**src/rtl/core/fba_pkg.sv**
```systemverilog
package fba_pkg;

    // field widths
    localparam int FRAME_W   = 12;
    localparam int LIMIT_W   = 13;
    localparam int WORD_BITS = 32;
    localparam int BIT_W     = 5;
    localparam int MAXF_W    = 21;

    // highest frame count reachable by the frame field
    localparam int FRAME_REACH = 4096;
    localparam logic [LIMIT_W-1:0] LIMIT_RESET = 13'd4096;

    // request kinds
    localparam logic ACT_ALLOC = 1'b0;
    localparam logic ACT_FREE  = 1'b1;

    // result status codes
    localparam logic [1:0] ST_DONE    = 2'd0;
    localparam logic [1:0] ST_NOP     = 2'd1;
    localparam logic [1:0] ST_NO_FREE = 2'd2;

    // packed result fields, highest bit first
    typedef struct packed {
        logic [1:0]         status;
        logic               user_bit;
        logic               rw_bit;
        logic               present_bit;
        logic [FRAME_W-1:0] frame_out;
    } t_result;

    // shared bit finder outcome
    typedef struct packed {
        logic             found;
        logic [BIT_W-1:0] idx;
    } t_find;

endpackage

```
**src/rtl/core/frame_bitmap_allocator_unit.sv**
```systemverilog
// First-fit page frame allocator over a bitmap with one used bit per frame,
// all frames free after reset. A request is taken only while the sequencer is
// idle. Requests that need no bitmap access (allocate for an entry that
// already holds a frame, free of frame 0 or of a frame past MAX_FRAMES) go
// straight to the result; a free reads the bitmap word, then writes it back.
// An allocate first scans the 32-word groups (up to 4 at the default size)
// of per-word full flags with the shared lowest-set-bit finder until a word
// with a free frame shows up; the same finder then picks the bit in that
// word, which is read and written back. When every group is scanned without a
// usable word, the allocate reports no free frame. A finished result sits
// in an output register, and the sequencer holds in its last step while that
// register is still occupied.
module frame_bitmap_allocator_unit
    import fba_pkg::*;
#(
    parameter int MAX_FRAMES = 4096
) (
    input  logic         i_clk,
    input  logic         i_rst_n,
    // config: frame_limit
    input  logic         i_cfg_wen,
    input  logic [12:0]  i_cfg_wdata,
    // request stream
    input  logic         i_s_tvalid,
    output logic         o_s_tready,
    input  logic [15:0]  i_s_tdata,   // entry_frame[11:0], writable_req[12], kernel_req[13]
    input  logic         i_s_tuser,   // action
    // result stream
    output logic         o_m_tvalid,
    input  logic         i_m_tready,
    output logic [23:0]  o_m_tdata    // frame_out[11:0], present_bit[12], rw_bit[13],
                                      // user_bit[14], status[16:15]
);

    localparam int MAP_WORDS  = (MAX_FRAMES + WORD_BITS - 1) / WORD_BITS;
    localparam int REACH_WDS  = FRAME_REACH / WORD_BITS;
    localparam int USED_WORDS = (MAP_WORDS < REACH_WDS) ? MAP_WORDS : REACH_WDS;
    localparam int WORD_W     = (USED_WORDS > 1) ? $clog2(USED_WORDS) : 1;
    localparam int GROUPS     = (USED_WORDS + WORD_BITS - 1) / WORD_BITS;
    localparam int GRP_W      = (GROUPS > 1) ? $clog2(GROUPS) : 1;
    localparam int FIDX_W     = FRAME_W - BIT_W;
    localparam int CAP        = (MAX_FRAMES < FRAME_REACH) ? MAX_FRAMES : FRAME_REACH;

    // sequencer states
    localparam logic [2:0] S_IDLE = 3'd0;
    localparam logic [2:0] S_SCAN = 3'd1;
    localparam logic [2:0] S_RD   = 3'd2;
    localparam logic [2:0] S_MOD  = 3'd3;
    localparam logic [2:0] S_DONE = 3'd4;

    logic [2:0]            r_state, n_state;
    logic [LIMIT_W-1:0]    r_limit;
    logic                  r_action;
    logic [FRAME_W-1:0]    r_entry;
    logic                  r_wr, r_kern;
    logic [GRP_W-1:0]      r_grp, n_grp;
    logic [FIDX_W-1:0]     r_word, n_word;
    t_result               r_res, n_res;
    logic                  r_out_valid;
    t_result               r_out;

    logic [WORD_BITS-1:0]  mem [USED_WORDS];
    logic [WORD_BITS-1:0]  r_rd_data;
    logic                  r_rd_valid;
    logic [USED_WORDS-1:0] r_valid;
    logic [USED_WORDS-1:0] r_full;

    logic [LIMIT_W-1:0]    bound;
    logic [FIDX_W:0]       bound_words;
    logic [GROUPS*WORD_BITS-1:0] avail;
    logic [WORD_BITS-1:0]  word_now;
    logic [WORD_BITS-1:0]  find_vec;
    t_find                 find;
    logic [FRAME_W-1:0]    pick_frame;
    logic                  mem_we;
    logic [WORD_BITS-1:0]  mem_wdata;
    logic                  in_fire;
    logic                  out_load;
    logic [WORD_W-1:0]     waddr;

    assign waddr      = r_word[WORD_W-1:0];
    assign in_fire    = i_s_tvalid && o_s_tready;
    assign o_s_tready = (r_state == S_IDLE);
    assign out_load   = (r_state == S_DONE) && (!r_out_valid || i_m_tready);
    assign o_m_tvalid = r_out_valid;
    assign o_m_tdata  = {{(24 - $bits(t_result)){1'b0}}, r_out};

    // search bound and words it covers
    always_comb begin
        bound = (r_limit < LIMIT_W'(CAP)) ? r_limit : LIMIT_W'(CAP);
        bound_words = (FIDX_W + 1)'((14'(bound) + 14'(WORD_BITS - 1)) >> BIT_W);
    end

    // words worth looking into
    always_comb begin
        avail = '0;
        for (int w = 0; w < USED_WORDS; w++) begin
            avail[w] = !r_full[w] && ((FIDX_W + 1)'(w) < bound_words);
        end
    end

    // bitmap word as read, unwritten words are all free
    assign word_now = r_rd_valid ? r_rd_data : '0;

    // shared finder: full flags while scanning, free bits afterwards
    assign find_vec = (r_state == S_SCAN) ? avail[r_grp*WORD_BITS +: WORD_BITS] : ~word_now;

    fba_lsb_find u_find (
        .i_vec  (find_vec),
        .o_find (find)
    );

    assign pick_frame = {r_word, find.idx};

    // sequencer
    always_comb begin
        n_state   = r_state;
        n_grp     = r_grp;
        n_word    = r_word;
        n_res     = r_res;
        mem_we    = 1'b0;
        mem_wdata = word_now;
        unique case (r_state)
            S_IDLE: begin
                n_res = '0;
                n_grp = '0;
                n_word = i_s_tdata[FRAME_W-1:BIT_W];
                if (in_fire) begin
                    if (i_s_tuser == ACT_ALLOC) begin
                        if (i_s_tdata[FRAME_W-1:0] != '0) begin
                            n_res.frame_out = i_s_tdata[FRAME_W-1:0];
                            n_res.status    = ST_NOP;
                            n_state         = S_DONE;
                        end else begin
                            n_state = S_SCAN;
                        end
                    end else begin
                        if (i_s_tdata[FRAME_W-1:0] == '0) begin
                            n_res.status = ST_NOP;
                            n_state      = S_DONE;
                        end else if (MAXF_W'(i_s_tdata[FRAME_W-1:0]) < MAXF_W'(MAX_FRAMES)) begin
                            n_state = S_RD;
                        end else begin
                            n_res.status = ST_DONE;
                            n_state      = S_DONE;
                        end
                    end
                end
            end
            S_SCAN: begin
                if (find.found) begin
                    n_word  = FIDX_W'((32'(r_grp) << BIT_W) | 32'(find.idx));
                    n_state = S_RD;
                end else if (r_grp == GRP_W'(GROUPS - 1)) begin
                    n_res.status = ST_NO_FREE;
                    n_state      = S_DONE;
                end else begin
                    n_grp = r_grp + 1'b1;
                end
            end
            S_RD: begin
                n_state = S_MOD;
            end
            S_MOD: begin
                n_state = S_DONE;
                if (r_action == ACT_FREE) begin
                    mem_we                = 1'b1;
                    mem_wdata             = word_now;
                    mem_wdata[r_entry[BIT_W-1:0]] = 1'b0;
                    n_res.status          = ST_DONE;
                end else if (find.found && (13'(pick_frame) < bound)) begin
                    mem_we                = 1'b1;
                    mem_wdata             = word_now;
                    mem_wdata[find.idx]   = 1'b1;
                    n_res.frame_out       = pick_frame;
                    n_res.present_bit     = 1'b1;
                    n_res.rw_bit          = r_wr;
                    n_res.user_bit        = ~r_kern;
                    n_res.status          = ST_DONE;
                end else begin
                    n_res.status = ST_NO_FREE;
                end
            end
            S_DONE: begin
                if (out_load) begin
                    n_state = S_IDLE;
                end
            end
            default: begin
                n_state = S_IDLE;
            end
        endcase
    end

    // bitmap memory, read data registered
    always_ff @(posedge i_clk) begin
        if (mem_we) begin
            mem[waddr] <= mem_wdata;
        end
        r_rd_data <= mem[waddr];
    end

    // control state
    always_ff @(posedge i_clk) begin
        if (!i_rst_n) begin
            r_state     <= S_IDLE;
            r_limit     <= LIMIT_RESET;
            r_valid     <= '0;
            r_full      <= '0;
            r_rd_valid  <= 1'b0;
            r_out_valid <= 1'b0;
        end else begin
            r_state    <= n_state;
            r_rd_valid <= r_valid[waddr];
            if (i_cfg_wen) begin
                r_limit <= i_cfg_wdata;
            end
            if (mem_we) begin
                r_valid[waddr] <= 1'b1;
                r_full[waddr]  <= (mem_wdata == '1);
            end
            if (out_load) begin
                r_out_valid <= 1'b1;
            end else if (i_m_tready) begin
                r_out_valid <= 1'b0;
            end
        end
    end

    // request fields and working payload
    always_ff @(posedge i_clk) begin
        r_grp  <= n_grp;
        r_word <= n_word;
        r_res  <= n_res;
        if (in_fire) begin
            r_action <= i_s_tuser;
            r_entry  <= i_s_tdata[FRAME_W-1:0];
            r_wr     <= i_s_tdata[FRAME_W];
            r_kern   <= i_s_tdata[FRAME_W+1];
        end
        if (out_load) begin
            r_out <= r_res;
        end
    end

endmodule

```
**src/rtl/core/fba_lsb_find.sv**
```systemverilog
module fba_lsb_find
    import fba_pkg::*;
(
    input  logic [WORD_BITS-1:0] i_vec,
    output t_find                o_find
);

    // lowest set bit wins
    always_comb begin
        o_find = '0;
        for (int i = WORD_BITS - 1; i >= 0; i--) begin
            if (i_vec[i]) begin
                o_find.found = 1'b1;
                o_find.idx   = BIT_W'(i);
            end
        end
    end

endmodule
```
**config.mk**
```make
export PLATFORM = sky130hd
export DESIGN_NAME = frame_bitmap_allocator_unit
export DESIGN_NICKNAME = d
export VERILOG_FILES = /design/src/rtl/core/fba_pkg.sv /design/src/rtl/core/frame_bitmap_allocator_unit.sv /design/src/rtl/core/fba_lsb_find.sv
export SDC_FILE = /design/constraint.sdc
export NUM_CORES = 2
export LEC_CHECK = 0
export BUFFER_PORTS_ARGS = -buffer_cell sky130_fd_sc_hd__buf_2
export CAP_MARGIN = 20
export CORE_ASPECT_RATIO = 1.25
export CORE_MARGIN = 4
export CORE_UTILIZATION = 46
export DETAILED_ROUTE_END_ITERATION = 12
export PLACE_DENSITY = 0.6
export SYNTH_ARGS = -nofsm -noshare
export SYNTH_HDL_FRONTEND = slang
export SYNTH_SLANG_ARGS = --single-unit
```
**constraint.sdc**
```tcl
create_clock -name i_clk -period 11.8 [get_ports i_clk]
set_clock_uncertainty 0.05 [all_clocks]
set_input_delay 1.18 -clock i_clk [delete_from_list [all_inputs] [get_ports i_clk]]
set_output_delay 1.18 -clock i_clk [all_outputs]
set_load 0.005 [all_outputs]
```
=== After elaboration in Yosys (flattened, before gate mapping) ===
Memories as Yosys holds them, arrays and structs flattened. A register that Yosys moved wholly into a read port is not among the register bits.
Cells that the tools add are included.

* Mux-type cells: 82
* Add/sub/neg operators: 2
* Reduce and logical (&&, ||, !) cells: 276
* $lt $le $gt $ge: 136
* Shift-type cells: 1
* Eq/ne operators: 15
* Bitwise gates (word level): 7

{| class="wikitable"
|+ Operator list
! kind !! count
|-
| $lt 7x8->1 const A || 64
|-
| $lt 6x8->1 const A || 32
|-
| $mux 6 || 32
|-
| $mux 32 || 5
|-
| $logic_and 1x1->1 || 134
|-
| $logic_not 1->1 || 129
|-
| $bwmux 128 || 1
|-
| $lt 5x8->1 const A || 16
|-
| $or 128x128->128 || 1
|-
| $shiftx 128x8->32 || 1
|-
| $lt 4x8->1 const A || 8
|-
| $not 32->32 || 2
|-
| $mux 12 || 3
|-
| $and 32x32->32 || 1
|-
| $eq 32x32->1 const B || 1
|-
| $lt 3x8->1 const A || 4
|-
| $or 32x32->32 || 1
|-
| $mux 15 || 2
|-
| $pmux 15 s2 || 1
|-
| $mux 3 || 7
|-
| $lt 1x8->1 const A || 2
|-
| $lt 2x8->1 const A || 2
|-
| $mux 2 || 8
|-
| $pmux 3 s5 || 1
|-
| other kinds (34) || 61
|}

* Logic and storage cells: 542
* Output and inout bits: 26
* Memories: 1
* Flip-flop bits (word level): 325
* Memory bits (writable): 4096

{| class="wikitable"
|+ Memory list
! name !! depth !! bits a word !! read ports !! clocked after Yosys merged registers in !! write ports !! RTL line !! RTL
|-
| mem || 128 || 32 || 1 || 1 || 1 || frame_bitmap_allocator_unit.sv:62 || <nowiki>logic [WORD_BITS-1:0] mem [USED_WORDS];</nowiki>
|}

=== Longest topological paths before layout ===
* Depth in word-level cells: 49
* Gate-level depth with buffers: 31

=== By module ===
A second synthesis with hierarchy kept.

* Cell total of the unflattened synthesis: 9599
* Area total of the unflattened synthesis: 165366.1 µm²

{| class="wikitable"
|+ Modules (own cells, without submodules)
! module !! cells an instance !! area an instance (µm²) !! seq. area each (µm²) !! times used
|-
| frame_bitmap_allocator_unit || 9534 || 164998.2 || 130655.3 || 1
|-
| fba_lsb_find || 65 || 367.9 || 0.0 || 1
|}

=== Worst setup path after synthesis ===
No wires, ideal clock.

* Kind: reg2reg
* From: register r_limit[8]
* To: register r_full[121]
* Data required time: 11669 ps
* Period minus slack after synthesis: 11829 ps
* Arrival: 11698 ps
* Cell stages (with the launch flop): 30
* Slack: -29 ps
* Path through: dfxtp_1 > buf_2 > nand4_1 > a211oi_1 > mux2_2 > or3_1 > clkbuf_1 > or4_1 > o2111ai_1 > nor4_2 > a21boi_0 > a311o_1 > nand2_1 > inv_1 > ha_1 > a21o_1 > a21o_1 > a21oi_1 > a211o_1 > o21ai_0 > o21ai_0 > or4b_1 > clkbuf_1 > o31ai_1 > nand3_1 > nor4bb_1 > nand4_1 > buf_2 > buf_6 > mux2i_4

* Cells in the longest elaborated chain, start to end: 49

{| class="wikitable"
|+ RTL lines
! what !! RTL line !! RTL
|-
| start: declaration || frame_bitmap_allocator_unit.sv:52 || <nowiki>logic [LIMIT_W-1:0] r_limit;</nowiki>
|-
| start signal: assignment || frame_bitmap_allocator_unit.sv:216 || <nowiki>r_limit <= i_cfg_wdata;</nowiki>
|-
| $lt 13x13->1 || frame_bitmap_allocator_unit.sv:90 || <nowiki>bound = (r_limit < LIMIT_W'(CAP)) ? r_limit : LIMIT_W'(CAP);</nowiki>
|-
| $mux 13 (*) || frame_bitmap_allocator_unit.sv:90 ||
|-
| $add 13x5->13 || frame_bitmap_allocator_unit.sv:91 || <nowiki>bound_words = (FIDX_W + 1)'((14'(bound) + 14'(WORD_BITS - 1)) >> BIT_W);</nowiki>
|-
| $lt 5x8->1, or another cell as far along || frame_bitmap_allocator_unit.sv:98 || <nowiki>avail[w] = !r_full[w] && ((FIDX_W + 1)'(w) < bound_words);</nowiki>
|-
| $logic_and 1x1->1 || frame_bitmap_allocator_unit.sv:98 ||
|-
| $shiftx 128x8->32 || frame_bitmap_allocator_unit.sv:106 || <nowiki>assign find_vec = (r_state == S_SCAN) ? avail[r_grp*WORD_BITS +: WORD_BITS] : ~word_now;</nowiki>
|-
| $mux 32 || frame_bitmap_allocator_unit.sv:106 ||
|-
| $mux 6 (32 in a row) || fba_lsb_find.sv:12 || <nowiki>if (i_vec[i]) begin</nowiki>
|-
| (+3 left out) || - ||
|-
| $demux 1 s5 || frame_bitmap_allocator_unit.sv:174 || <nowiki>mem_wdata[find.idx] = 1'b1;</nowiki>
|-
| $or 32x32->32 (no line) || - ||
|-
| $mux 32 (*) || frame_bitmap_allocator_unit.sv:171 || <nowiki>end else if (find.found && (13'(pick_frame) < bound)) begin</nowiki>
|-
| $mux 32 (*) || frame_bitmap_allocator_unit.sv:166 || <nowiki>if (r_action == ACT_FREE) begin</nowiki>
|-
| $mux 32 (*) || frame_bitmap_allocator_unit.sv:123 || <nowiki>unique case (r_state)</nowiki>
|-
| net mem_wdata[2] || frame_bitmap_allocator_unit.sv:76 || <nowiki>logic [WORD_BITS-1:0] mem_wdata;</nowiki>
|-
| $eq 32x32->1 (*) || frame_bitmap_allocator_unit.sv:220 || <nowiki>r_full[waddr] <= (mem_wdata == '1);</nowiki>
|-
| $bwmux 128 (*) || frame_bitmap_allocator_unit.sv:220 ||
|-
| end signal: indexed assignment || frame_bitmap_allocator_unit.sv:220 ||
|-
| end: declaration || frame_bitmap_allocator_unit.sv:66 || <nowiki>logic [USED_WORDS-1:0] r_full;</nowiki>
|}

Mark *: on every way through the listed nets, which the timed path passes. The rest lies on a longest branch.
A chain may end at the register's enable or synchronous reset.

=== Worst setup path after layout ===
* From: register r_limit[9]
* To: register r_full[14]

Same word-level chain as after synthesis.

==> impl_metrics.py <==
metrics = {
    "worst_setup_path": {
        "worst_ep_arrival_time_ps": 10340,
        "r2r_cells": 28,
        "timing.rr.start": "r_limit[9]",
        "critPathLaunchType": "flip-flop",
        "crit_path_end_kind": "flip-flop",
        "cp_max_fo": 82,
        "worstPathRequired_ps": 12580,
        "critPathKind": "reg -> reg",
        "crit_path_max_incr_delay_ps": 780,
        "r2r_setup_slack_ps": 2240,
        "r2r-end": "r_full[14]",
        "cp_slowest_cell": "nor4_2",
    },
    "sta": {
        "setup_viol": 0,
        "drv_slew": 0,
        "finalCritPeriodShare_pct": 81.0,
        "setup_ws_ps": 2240,
        "fin_tns_setup_ps": 0,
        "max_freq_ghz": 0.105,
        "worstMarginPinSlew_ps": 1310,
        "relSlewSlack_pct": 11.9,
        "rsz0062_at_grt": "false",
        "hold_ws_ps": 369,
        "finalHoldViolCount": 0,
        "post-route-min-period_ps": 9560,
    },
    "cells_and_area": {
        "area_growth_pct": 14.0,
        "layout-drive-gt1-share_pct": 13.5,
        "layoutNonFillerInstCount": 14900,
        "final_nets": 9863,
    },
    "synthesis": {
        "synth_edf_count": 4147,
        "synth_area_leader_cell": "edfxtp_1",
        "synth_seq_area_share_pct": 79.1,
        "synthCells": 9595,
        "synth.area.top_cells": "edfxtp_1 (75%), a22oi_1 (6.4%), dfxtp_1 (3.7%)",
        "ys_warn_count": 0,
        "ys_async_sr_fraction_pct": 0,
        "synth_seq_cells": 4453,
        "syn_area_per_cell_um2": 17.2,
        "synth-main-ff-cell": "edfxtp_1",
        "yosys.area.top_type_share_pct": 75.4,
        "ys_types": 98,
        "netlist_area_um2": 165000,
    },
    "power": {
        "p_leak_nw": 55.0,
        "ir_worst_vdd_uv": 134,
        "power.density_nw_per_um2": 181,
        "p_total_mw": 34.1,
    },
    "route": {
        "viasPerCell": 6.69,
        "met3_length_um": 49900,
        "ant_nets": 0,
        "routed_wl_um": 561000,
        "drt_iter0_drc": 13400,
        "drc": 0,
        "drtPass1Iterations": 6,
        "wl_per_cell_um": 37.7,
        "vias": 99500,
        "wl_met2_um": 268000,
        "highest_layer": "met5",
        "drt-met1-wl_um": 212000,
    },
    "min_path": {
        "hold_class": "reg -> reg",
        "hold_end": "o_m_tdata[11]",
        "holdPathStages": 0,
        "hold_start": "r_res[11]",
    },
    "placement": {
        "dp_hpwl_um": 322000,
        "io_buffer_count": 51,
        "dpl.cell_count": 14100,
        "place.gp.congestion": 0.957,
        "place_ws_ps": 2410,
    },
    "floorplanning": {
        "die_area_um2": 369000,
        "die_w_um": 544,
        "start_util_pct": 46.3,
        "fp-row-count": 245,
        "core-area_um2": 357000,
        "die_h_um": 678,
        "ios": 61,
    },
    "global_routing": {
        "gr-total-overflow": 0,
        "grt_pass1_vias": 95100,
        "grt_max_degree": 129,
        "grt_pass1_wl_um": 773000,
        "track_usage_pct": 29.7,
        "antenna_found_initial": 34,
    },
    "clocking": {
        "h-tree-depth": 5,
        "holdBufCountCts": 0,
        "post_cts_buffers": 0,
        "clk_latency_ps": 960,
        "cts_resized": 0,
        "cts_tree": "built",
        "clkTransAtPathRegs_ps": 70,
        "clock_sinks": 4453,
        "clock_path_buffers": 4,
        "cts_made_buffers": 424,
        "cts-root-buf": "clkbuf_16",
    },
    "run_status": {
        "status": "finished, final reports clean",
    },
    "job": {
        "cap_violations": 0,
    },
}
## worst max path at each step
stage	start	endpoint	slack (ps)	cells past startpoint
floorplan	r_limit[8]	r_full[121]	10	29
global placement	r_limit[8]	mem[14][20]	2430	23
detailed placement	r_limit[6]	mem[14][20]	2410	23
CTS	r_limit[6]	mem[102][9]	2410	23
global route	r_limit[8]	r_full[4]	1740	26
finish	r_limit[9]	r_full[14]	2240	28
## kinds of logic (layout without fill, tap and decap cells)
group           after synthesis  in the layout  synth area share, %
other cells                   1             28              0.00227
buf+inv                     719           1283                 1.72
xor+xnor                      2              2               0.0106
simple gates               1117           1117                 3.53
compound gates             3132           3132                 14.4
flops                      4453           4453                 79.1
fa+ha+maj                    14             14                0.106
mux                         157            157                 1.12
## synth_stat cells, types with 10 or more instances
cell type  instances
a31oi_1          233
a22oi_1         1408
nor3b_1           10
o21bai_1          11
o221ai_1          11
dfxtp_1          306
or3_1             18
nor4_1            48
mux2i_4           18
o21ai_0          148
nand2_1          235
buf_2             31
buf_1            167
and3_1            16
nor2_1           251
buf_4             21
o22ai_1           12
a2111oi_0         12
edfxtp_1        4147
o211ai_1         104
nor3_1            40
nor2b_1           20
ha_1              14
clkbuf_1         474
nand3_1           50
a22o_1           362
inv_1             19
o21a_1           135
a211oi_1          37
nand4_1          312
o31ai_1           34
a21oi_1          121
o2111ai_1         12
nand2b_1          27
o32a_1            15
a221oi_1         356
a311oi_1          18
mux2i_1          130
or4_1             25
a211o_1           24
## per-stage QoR
| stage | instance area (um2) | util (%) |
|---|---|---|
| 3_5_place_dp | 174000 | 48.8 |
| 3_3_place_gp | 174000 | 48.8 |
| 5_1_grt | 188000 | 52.7 |
| 2_1_floorplan | 165000 | - |
| 6_report | 188000 | 52.7 |
| 4_1_cts | 188000 | 52.7 |
## area by class of cell
cell class / count / area, um2
multi-input combinational: 4429 / 33200
inverter: 23 / 86.3
antenna: 21 / 52.6
tap: 4693 / 5870
sequential: 4453 / 131000
clock buffer: 571 / 11800
timing repair buffer: 483 / 4480
clock inverter: 206 / 1970
fill: 28200 / 169000
## sequential cells by signal, summed over array words and instances (netlist names)
| register | flops |
|---|---|
| mem | 4096 |
| r_full | 128 |
| r_valid | 128 |
| r_rd_data | 32 |
| o_m_tdata | 17 |
| r_res | 17 |
| r_limit | 13 |
| r_word | 7 |
| r_entry | 5 |
| r_state | 3 |
| r_grp | 2 |
| o_m_tvalid | 1 |
| r_action | 1 |
| r_kern | 1 |
| r_rd_valid | 1 |
| r_wr | 1 |
## report_power, final
part	internal (mW)	switching, mW
Combinational	0.919	2.37
Sequential	17.2	0.125
Clock	7.69	5.84
Total	25.8	8.34
## cells in the final DEF (no fill, tap or decap), types with 65 or more instances in the layout
| cell | instances |
|---|---|
| mux2i_1 | 128 |
| clkbuf_1 | 100 |
| a31oi_1 | 233 |
| a22o_1 | 362 |
| o21ai_0 | 137 |
| nor2_4 | 130 |
| clkinv_2 | 75 |
| buf_12 | 76 |
| a221oi_1 | 356 |
| clkinv_1 | 65 |
| buf_4 | 351 |
| edfxtp_1 | 4147 |
| dfxtp_1 | 305 |
| a21oi_1 | 121 |
| o21a_1 | 135 |
| o211ai_1 | 104 |
| a22oi_1 | 1408 |
| clkbuf_16 | 438 |
| nor2_1 | 123 |
| nand2_1 | 231 |
| nand4_1 | 312 |
## metal layers
layer / global-route usage (%) / vias to the layer above
li1: - / 40800
met1: 39.6 / 52000
met2: 47.7 / 5732
met3: 5.05 / 1022
met4: 14.1 / 6
met5: 0 / -
## worst max-delay path, delay by kind of cell (launching register included)
family | cells | cell delay, ps
AOI/OAI and AO/OA | 12 | 2880
adders and majority gates | 1 | 280
buffers and inverters | 5 | 1400
DFF | 1 | 310
muxes | 2 | 620
and+or+nand+nor | 8 | 3740
No activity file was read; power rests on OpenSTA's default activity.
